--- config.mk ---
export PLATFORM = sky130hd
export DESIGN_NAME = ppp_ctrl
export DESIGN_NICKNAME = d
export VERILOG_FILES = /design/src/rtl/ppp_pkg.sv /design/src/rtl/ppp_ctrl.sv
export SDC_FILE = /design/constraint.sdc
export NUM_CORES = 1
export LEC_CHECK = 0
export ABC_AREA = 1
export BUFFER_PORTS_ARGS = -buffer_cell sky130_fd_sc_hd__buf_2
export CORE_MARGIN = 8
export CORE_UTILIZATION = 55
export DETAILED_ROUTE_END_ITERATION = 12
export GPL_ROUTABILITY_DRIVEN = 1
export PLACE_DENSITY = 0.78
export SLEW_MARGIN = 20
export SYNTH_ARGS = -nofsm -noshare
export SYNTH_HDL_FRONTEND = slang
export SYNTH_SLANG_ARGS = --single-unit
--- constraint.sdc ---
create_clock -name i_clk -period 2.56 [get_ports i_clk]
set_input_delay 0.256 -clock i_clk [delete_from_list [all_inputs] [get_ports i_clk]]
set_output_delay 0.256 -clock i_clk [all_outputs]
set_load 0.05 [all_outputs]
--- src/rtl/ppp_pkg.sv ---
// Shared constants, datapath command codes and status struct of the polyline projector.
package ppp_pkg;

    localparam int MAX_POINTS   = 128;
    localparam int ADDR_W       = $clog2(MAX_POINTS);
    localparam int COORD_W      = 22;
    localparam int DIST_W       = 23;
    localparam int PROG_W       = 17;
    localparam int CNT_W        = 8;
    localparam int CFG_IDX_W    = 2;
    localparam int CFG_DATA_W   = 22;
    localparam int RAD_W        = 50;
    localparam int ROOT_W       = 25;
    localparam int DIV_W        = 47;
    localparam int DIV_Q_W      = 17;

    localparam logic [PROG_W-1:0] T_ONE        = 17'd65536;
    localparam logic [DIV_W-1:0]  NEAR_ZERO_SQ = 47'd6;
    localparam logic [DIST_W-1:0] DIST_MAX     = 23'd8388607;

    localparam logic [CFG_IDX_W-1:0] CFG_POINT_COUNT = 2'd0;
    localparam logic [CFG_IDX_W-1:0] CFG_START_X     = 2'd1;
    localparam logic [CFG_IDX_W-1:0] CFG_START_Y     = 2'd2;

    typedef enum logic [4:0] {
        CMD_NONE,
        CMD_WRITE,
        CMD_CAPTURE,
        CMD_SQ0,
        CMD_SQ1,
        CMD_SQRT_GO,
        CMD_DSTART,
        CMD_SEG_LD,
        CMD_DOT0,
        CMD_DOT1,
        CMD_TSEL,
        CMD_TQ,
        CMD_SCX,
        CMD_SCY,
        CMD_RES,
        CMD_DIST,
        CMD_SLEN,
        CMD_UPD,
        CMD_FIN,
        CMD_PROG,
        CMD_OUT
    } t_cmd;

    typedef struct packed {
        logic sqrt_done;
        logic div_done;
        logic div_need;
        logic cnt_lt2;
        logic seg_last;
        logic trav_nz;
        logic out_free;
    } t_stat;

endpackage

--- src/rtl/ppp_ctrl.sv ---
// Controller: sequences the datapath through the start distance and the segment walk.
module ppp_ctrl
    import ppp_pkg::*;
(
    input  logic  i_clk,
    input  logic  i_rst_n,
    input  logic  i_in_valid,
    input  logic  i_mode,
    output logic  o_in_ready,
    input  t_stat i_stat,
    output t_cmd  o_cmd
);

    typedef enum logic [24:0] {
        S_IDLE  = 25'h0000001,
        S_CSQ0  = 25'h0000002,
        S_CSQ1  = 25'h0000004,
        S_CSQRT = 25'h0000008,
        S_CWAIT = 25'h0000010,
        S_RD    = 25'h0000020,
        S_LD    = 25'h0000040,
        S_LSQ0  = 25'h0000080,
        S_LSQ1  = 25'h0000100,
        S_DOT0  = 25'h0000200,
        S_DOT1  = 25'h0000400,
        S_TSEL  = 25'h0000800,
        S_TDIV  = 25'h0001000,
        S_SCX   = 25'h0002000,
        S_SCY   = 25'h0004000,
        S_RES   = 25'h0008000,
        S_RSQ0  = 25'h0010000,
        S_RSQ1  = 25'h0020000,
        S_RSQRT = 25'h0040000,
        S_RWAIT = 25'h0080000,
        S_LWAIT = 25'h0100000,
        S_UPD   = 25'h0200000,
        S_FIN   = 25'h0400000,
        S_FWAIT = 25'h0800000,
        S_DONE  = 25'h1000000
    } t_state;

    t_state r_state, n_state;

    always_ff @(posedge i_clk) begin
        if (!i_rst_n) begin
            r_state <= S_IDLE;
        end else begin
            r_state <= n_state;
        end
    end

    always_comb begin
        n_state = r_state;
        o_cmd   = CMD_NONE;
        unique case (r_state)
            S_IDLE: begin
                if (i_in_valid) begin
                    if (i_mode) begin
                        o_cmd   = CMD_CAPTURE;
                        n_state = S_CSQ0;
                    end else begin
                        o_cmd = CMD_WRITE;
                    end
                end
            end
            S_CSQ0:  begin o_cmd = CMD_SQ0;     n_state = S_CSQ1;  end
            S_CSQ1:  begin o_cmd = CMD_SQ1;     n_state = S_CSQRT; end
            S_CSQRT: begin o_cmd = CMD_SQRT_GO; n_state = S_CWAIT; end
            S_CWAIT: begin
                if (i_stat.sqrt_done) begin
                    o_cmd   = CMD_DSTART;
                    n_state = i_stat.cnt_lt2 ? S_DONE : S_RD;
                end
            end
            S_RD:    n_state = S_LD;
            S_LD:    begin o_cmd = CMD_SEG_LD; n_state = S_LSQ0; end
            S_LSQ0:  begin o_cmd = CMD_SQ0;    n_state = S_LSQ1; end
            S_LSQ1:  begin o_cmd = CMD_SQ1;    n_state = S_DOT0; end
            S_DOT0:  begin o_cmd = CMD_DOT0;   n_state = S_DOT1; end
            S_DOT1:  begin o_cmd = CMD_DOT1;   n_state = S_TSEL; end
            S_TSEL: begin
                o_cmd   = CMD_TSEL;
                n_state = i_stat.div_need ? S_TDIV : S_SCX;
            end
            S_TDIV: begin
                if (i_stat.div_done) begin
                    o_cmd   = CMD_TQ;
                    n_state = S_SCX;
                end
            end
            S_SCX:   begin o_cmd = CMD_SCX;     n_state = S_SCY;   end
            S_SCY:   begin o_cmd = CMD_SCY;     n_state = S_RES;   end
            S_RES:   begin o_cmd = CMD_RES;     n_state = S_RSQ0;  end
            S_RSQ0:  begin o_cmd = CMD_SQ0;     n_state = S_RSQ1;  end
            S_RSQ1:  begin o_cmd = CMD_SQ1;     n_state = S_RSQRT; end
            S_RSQRT: begin o_cmd = CMD_SQRT_GO; n_state = S_RWAIT; end
            S_RWAIT: begin
                // Residual root done; the same unit then takes the segment length.
                if (i_stat.sqrt_done) begin
                    o_cmd   = CMD_DIST;
                    n_state = S_LWAIT;
                end
            end
            S_LWAIT: begin
                if (i_stat.sqrt_done) begin
                    o_cmd   = CMD_SLEN;
                    n_state = S_UPD;
                end
            end
            S_UPD: begin
                o_cmd   = CMD_UPD;
                n_state = i_stat.seg_last ? S_FIN : S_RD;
            end
            S_FIN: begin
                o_cmd   = CMD_FIN;
                n_state = i_stat.trav_nz ? S_FWAIT : S_DONE;
            end
            S_FWAIT: begin
                if (i_stat.div_done) begin
                    o_cmd   = CMD_PROG;
                    n_state = S_DONE;
                end
            end
            S_DONE: begin
                if (i_stat.out_free) begin
                    o_cmd   = CMD_OUT;
                    n_state = S_IDLE;
                end
            end
            default: n_state = S_IDLE;
        endcase
    end

    assign o_in_ready = (r_state == S_IDLE);

endmodule

==> metrics.md, run 1 <==
| Metric | Value |
|---|---|
| Core box area | `4000 µm²` |
| Post-synthesis register bit count | `25` |
| Critical Path, Cell by Cell | `nor2_4, nand2_4, nor2_4, nand2_2, nor2_1, a31oi_1, nand3_1, buf_2` |
| Initial antenna violation count | `0` |
| Initial Utilization | `0.573` |
| Largest fanout on the critical path | `14` |
| Final Max Tran Viols | `0` |
| Fillers | `395` |
| R2R setup slack | `320 ps` |
| Post-Syn Nets | `359` |
| Vias in the first global route | `2085` |
| FF-to-FF path depth | `13` |
| Clock transition at the registers of the reported paths | `90 ps` |
| I/O Buffers | `16` |
| Via Count | `2143` |
| Crit path capture type | `output port` |
| Critical-path top delay cell | `nor2_1` |
| Ys Warns | `0` |
| Fmax | `417 MHz` |
| Final hold vios | `0` |
| WP data arrival | `2140 ps` |
| Nets@finish | `378` |
| Hold Path Origin | `i_stat[2]` |
| Hold-critical path depth | `3` |
| Post-Syn Area per Cell | `6.58 µm²` |
| Synth cell types | `26` |
| Clk sink count | `25` |
| Global-route total usage across every layer | `0.185` |
| Post-DRT Antenna Nets | `0` |
| Area growth syn-to-layout | `7.05%` |
| RSZ-0062 raised after global routing | `no` |
| Multi-input gate area | `1550 µm²` |
| Required @ worst endpoint | `2300 ps` |
| Wire per inst | `13.5 µm` |
| CTS Hold Bufs | `0` |
| Die area | `6490 µm²` |
| Worst min path class | `in2reg` |
| GPL Wtd Cong | `0.986` |
| CP Class | `reg2out` |
| N_diodes | `0` |
| Largest net degree at the start of global routing | `17` |
| Sequential share of the synthesized area | `0.218` |
| Max cap viols | `0` |
| Htree depth | `1` |
| Cts bufs inserted | `3` |
| Crit path top cell by count | `nor2_4` |
| Worst-Skew Late Latency | `270 ps` |
| Most flop-heavy register | `r_state` |
| Launch point of the worst reg-to-reg path | `r_state[19]$_SDFFE_PN0P_` |
| GR Overflow Total | `0` |
| Global-route wire length before repair | `9.52 mm` |
| Slowest Stage Delay on Critical Path | `370 ps` |
| DP HPWL | `4.59 mm` |
| CTS Root Cell | `clkbuf_8` |
| Die H | `80.5 µm` |
| Layout cells sized above 1 | `0.298` |
| Fin crit share | `0.937` |
| Maximum VDD drop | `450 µV` |
| Largest registers | `r_state: 25 flops` |
| Max reg flops | `25` |
| FF+latch area | `500 µm²` |
| Pleak | `0.00116 µW` |
| Die width | `80.5 µm` |
| Ports | `17` |
| Total power | `2230 µW` |
| Post-synth top area share | `0.218` |
| Drt first pass iters | `4` |
| Outcome | `finished clean` |
| Cell Rows | `23` |
| Synth area leaders | `dfxtp_1 22%, nand2_1 12%, nor2_4 11%` |
| CTS tree | `done` |
| Slew HR | `0.723` |
| Actual transition at the worst max-transition pin | `414 ps` |
| Final setup skew | `5.66 ps` |
| Total Wirelength | `5.62 mm` |
| DRT iter0 DRCs | `137` |
| Crit path time final | `2400 ps` |
| FF-to-FF End | `r_state[8]$_SDFFE_PN0P_` |
| Synth Cell Area | `2290 µm²` |
| Final setup vio count | `0` |
| Min-Delay Endpoint | `r_state[22]$_SDFFE_PN0P_` |
| CP startpoint | `r_state[22]$_SDFFE_PN0P_` |
| Power per cell area | `911 nW/µm²` |
| Startpoint types | `register` |
| Cells after synthesis | `348` |
| Final TNS setup | `0 ps` |
| Post-route DRC | `0` |
| Clock Path Buffers | `2` |
| Yosys top cell by area | `dfxtp_1` |
| Post-DR vias/cell | `5.15` |
## cell type report
| type | instances | area share |
|---|---|---|
| inverter | 56 | 0.0878 |
| timing repair buffer | 16 | 0.0327 |
| clock buffer | 4 | 0.0184 |
| multi-input combinational | 265 | 0.632 |
| tap | 50 | 0.0255 |
| sequential | 25 | 0.204 |
## worst max path at each step
stage,slack [ps],to
floorplan,70,o_cmd[0]
global placement,450,r_state[8]$_SDFFE_PN0P_
detailed placement,390,r_state[6]$_SDFFE_PN0P_
CTS,140,o_cmd[0]
global route,30,o_cmd[0]
finish,160,o_cmd[0]
## where the power goes
group	switching [µW]	internal (µW)	leakage (µW)
Sequential	36.6	427	0.000202
Clock	130	112	0.0000228
Combinational	1130	404	0.000935
## routing by layer
| metal | track usage | share of wire | vias up |
|---|---|---|---|
| met3 | 0.0279 | 0.062 | 4 |
| met1 | 0.233 | 0.44 | 972 |
| li1 | - | - | 1106 |
| met4 | 0.0509 | 0.0082 | 0 |
| met5 | 0 | 0 | - |
| met2 | 0.316 | 0.49 | 61 |
## worst max-delay path, delay by kind of cell, from the launching register on
| family | cells | cell delay, ps |
|---|---|---|
| and+or+nand+nor | 6 | 1090 |
| DFF | 1 | 350 |
| buffers and inverters | 1 | 260 |
| AOI/OAI and AO/OA | 1 | 150 |
## per-stage QoR
stage               utilization  cell area [µm²]  std cells  hold slack, ps  worst slack, ps
floorplan                     -             2290        348             341             67.9
global placement          0.601             2400        412             479              447
detailed placement        0.601             2400        412             494              389
CTS                       0.612             2450        416             230              140
global route              0.613             2450        416             224             31.4
finish                    0.613             2450        416             226              161
## synthesized netlist by cell type (all sizes together)
master	number
nor2	106
nand2	98
inv	55
nand3	28
dfxtp	25
nand4	10
a21oi	6
nor3	6
o21ai	6
buf	2
nand3b	2
a31oi	1
and3	1
clkinv	1
o22ai	1
## cell families after synthesis
logic type             Yosys count  share of synthesized area
AND/OR/NAND/NOR                251                      0.642
buffers and inverters           58                      0.108
flip-flops                      25                      0.218
AO/OA/AOI/OAI                   14                     0.0317
## cell usage in the layout (no fill, tap or decap), types with 6 or more instances in the layout
cell type and n:
nand2_1 72, nor2_1 60, inv_1 43, dfxtp_1 25, nor2_4 23, nand3_1 22, nor2_2 19, buf_2 16
nand2_2 14, nand2_4 11, nand4_1 10, inv_2 10, a21oi_1 6, o21ai_0 6, nor3_1 6
## repair_timing
| item | CTS | global route |
|---|---|---|
| endpoints found under the setup margin | 0 | 1 |
| setup buffers | 0 | 0 |
| gates resized for setup | 0 | 2 |
No activity file was read; power rests on OpenSTA's default activity.
==> run 2: changes to the inputs <==
- PLACE_DENSITY: 0.78 -> 0.81
- SKIP_CTS_REPAIR_TIMING: default -> 1
- clock period: 2.56 -> 2.1 ns (I/O delays scaled with it)
==> metrics.md, run 2 (synthesis results as in run 1) <==
| Metric | Value |
|---|---|
| Maximum VDD drop | `641 µV (was 450 µV)` |
| Wire per inst | `16.7 µm (was 13.5 µm)` |
| CTS tree | `done (unchanged)` |
| CP Class | `reg2out (unchanged)` |
| Global-route total usage across every layer | `0.187 (was 0.185)` |
| Largest net degree at the start of global routing | `17 (unchanged)` |
| Startpoint types | `register (unchanged)` |
| Htree depth | `1 (unchanged)` |
| Layout Utilization | `0.744 (was 0.613)` |
| Post-DR vias/cell | `5.75 (was 5.15)` |
| Total power | `3470 µW (was 2230 µW)` |
| Layout cells sized above 1 | `0.468 (was 0.298)` |
| Final TNS setup | `-170 ps (was 0 ps)` |
| Initial Utilization | `0.573 (unchanged)` |
| Worst-Skew Late Latency | `280 ps (was 270 ps)` |
| FF+latch area | `544 µm² (was 500 µm²)` |
| Internal power | `1560 µW (was 942 µW)` |
| Outcome | `finished with violations (was finished clean)` |
| N_diodes | `0 (unchanged)` |
| Required @ worst endpoint | `1890 ps (was 2300 ps)` |
| Crit path time final | `2170 ps` |
| Design area | `2980 µm² (was 2450 µm²)` |
| Worst path bufs/invs | `1 (unchanged)` |
| Placed cell areas | `2440 µm² (was 2400 µm²)` |
| Nets@finish | `412 (was 378)` |
| Final setup skew | `1.65 ps (was 5.66 ps)` |
| Most flop-heavy register | `r_state (unchanged)` |
| I/O Buffers | `16 (unchanged)` |
| CP delay by family, top | `simple AND/OR/NAND/NOR gates (unchanged)` |
| Worst min path class | `in2reg (unchanged)` |
| Final Max Tran Viols | `0 (unchanged)` |
| Core box area | `4000 µm² (unchanged)` |
| WP data arrival | `1960 ps (was 2140 ps)` |
| GR Overflow Total | `0 (unchanged)` |
| Clock transition at the registers of the reported paths | `90 ps (about the same)` |
| Commonest non-fill, non-tap cells in the layout | `64 x nand2_1, 54 x nor2_1, 41 x inv_1 (was 72 x nand2_1, 60 x nor2_1, 43 x inv_1)` |
| Max cap viols | `0 (unchanged)` |
| Post-route DRC | `0 (unchanged)` |
| Seq pwr share | `0.170 (was 0.207)` |
| CTS Root Cell | `clkbuf_8 (unchanged)` |
| Net Sw Power | `1920 µW (was 1290 µW)` |
| Power per cell area | `1170 nW/µm² (was 911 nW/µm²)` |
| Cell Rows | `23 (unchanged)` |
| Die width | `80.5 µm (unchanged)` |
| Via Count | `2586 (was 2143)` |
| Area growth syn-to-layout | `30.0% (was 7.05%)` |
| Sw Ratio | `0.552 (was 0.578)` |
| Final hold vios | `0 (unchanged)` |
| Multi-input gate area | `1760 µm² (was 1550 µm²)` |
| Most common cell after layout, fill and taps aside | `nand2_1 (unchanged)` |
| Clk sink count | `25 (unchanged)` |
| Vias in the first global route | `2046 (was 2085)` |
| Fmax | `461 MHz` |
| Post-DRT Antenna Nets | `0 (unchanged)` |
| Cts bufs inserted | `3 (unchanged)` |
| RSZ-0062 raised after global routing | `yes (was no)` |
| Max reg flops | `25 (unchanged)` |
| Slew HR | `0.731 (was 0.723)` |
| Clock Path Buffers | `2 (unchanged)` |
| Critical-path top delay cell | `dfxtp_4 (was nor2_1)` |
| GPL Wtd Cong | `1.01 (was 0.986)` |
| Fin crit share | `1.03` |
| Pleak | `0.00138 µW (was 0.00116 µW)` |
| Clock power share | `0.086 (was 0.108)` |
| Violated checks | `setup timing` |
| Crit path capture type | `output port (unchanged)` |
| Drt first pass iters | `5 (was 4)` |
| Critical Path, Cell by Cell | `nor2_4, nand2_4, nor2_4, nand2_4, nor2_2, nor2_1, o21ai_1, a31oi_1, nand3_1, buf_6 (was nor2_4, nand2_4, nor2_4, nand2_2, nor2_1, a31oi_1, nand3_1, buf_2)` |
| Actual transition at the worst max-transition pin | `400 ps (was 414 ps)` |
| Initial antenna violation count | `0 (unchanged)` |
| Final WS setup | `-69.2 ps (was 161 ps)` |
| Largest fanout on the critical path | `5 (was 14)` |
| Ports | `17 (unchanged)` |
| Global-route wire length before repair | `9.69 mm (was 9.52 mm)` |
| Combinational share of power | `0.743 (was 0.685)` |
| Largest registers | `r_state: 25 flops (unchanged)` |
| Fillers | `295 (was 395)` |
| DRT iter0 DRCs | `312 (was 137)` |
| Slowest Stage Delay on Critical Path | `370 ps (about the same)` |
| Die area | `6490 µm² (unchanged)` |
| Pre-CTS setup slack | `53.9 ps (was 389 ps)` |
| Die H | `80.5 µm (unchanged)` |
| DP HPWL | `4.82 mm (was 4.59 mm)` |
| Total Wirelength | `7.52 mm (was 5.62 mm)` |
| Final setup vio count | `4 (was 0)` |
## run 2: through the flow
stage                     instances  hold WS, ps
after floorplan                 348          295
after global placement          416          460
after detailed placement        416          466
after CTS                       420          179
after global routing            450          198
final                           450          175
## run 2: area by class of cell
class                   instances  share of cell area
well taps                      50              0.0210
clock buffers                   4              0.0151
inverters                      56              0.0756
multi-input cells             269               0.592
flip-flops and latches         25               0.183
repair buffers                 46               0.113
## run 2: worst register-to-register path, stage by stage (launching register included)
cell	delay, ps
dfxtp_2	360
inv_2	100
nand2_4	70
nor2_4	210
nand2_8	120
buf_4	150
nor2_1	120
nand2_1	110
nand3_2	90
nand2_1	60
inv_1	90
nor2_4	70
nand3_4	120
nand2_8	160
nor2_1	160
## run 2: path summary, 6_finish.rpt
path	start	end	slack, ps	depth (start not counted)
setup reg to reg	r_state[8]$_SDFFE_PN0P_	r_state[8]$_SDFFE_PN0P_	40	14
hold / removal	i_stat[2]	r_state[22]$_SDFFE_PN0P_	180	3
hold reg to reg	r_state[12]$_SDFFE_PN0P_	r_state[12]$_SDFFE_PN0P_	480	2
setup / recovery	r_state[19]$_SDFFE_PN0P_	o_cmd[0]	-70	10
## run 2: power groups by stage
stage                     sequential, µW  clock [µW]  combinational [µW]
final                                592         300                2580
after global routing                 596         318                2690
after CTS                            565         290                1950
after detailed placement             576           0                1940
after global placement               571           0                1940
after floorplan                      566           0                1610
## run 2: metal layers
metal  track usage  wire length (µm)  vias to the layer above
met2         0.305              3600                      181
met5             0                 0                        -
li1              -                 -                     1178
met4        0.0491               303                        0
met1         0.252              2990                     1188
met3        0.0223               633                       39
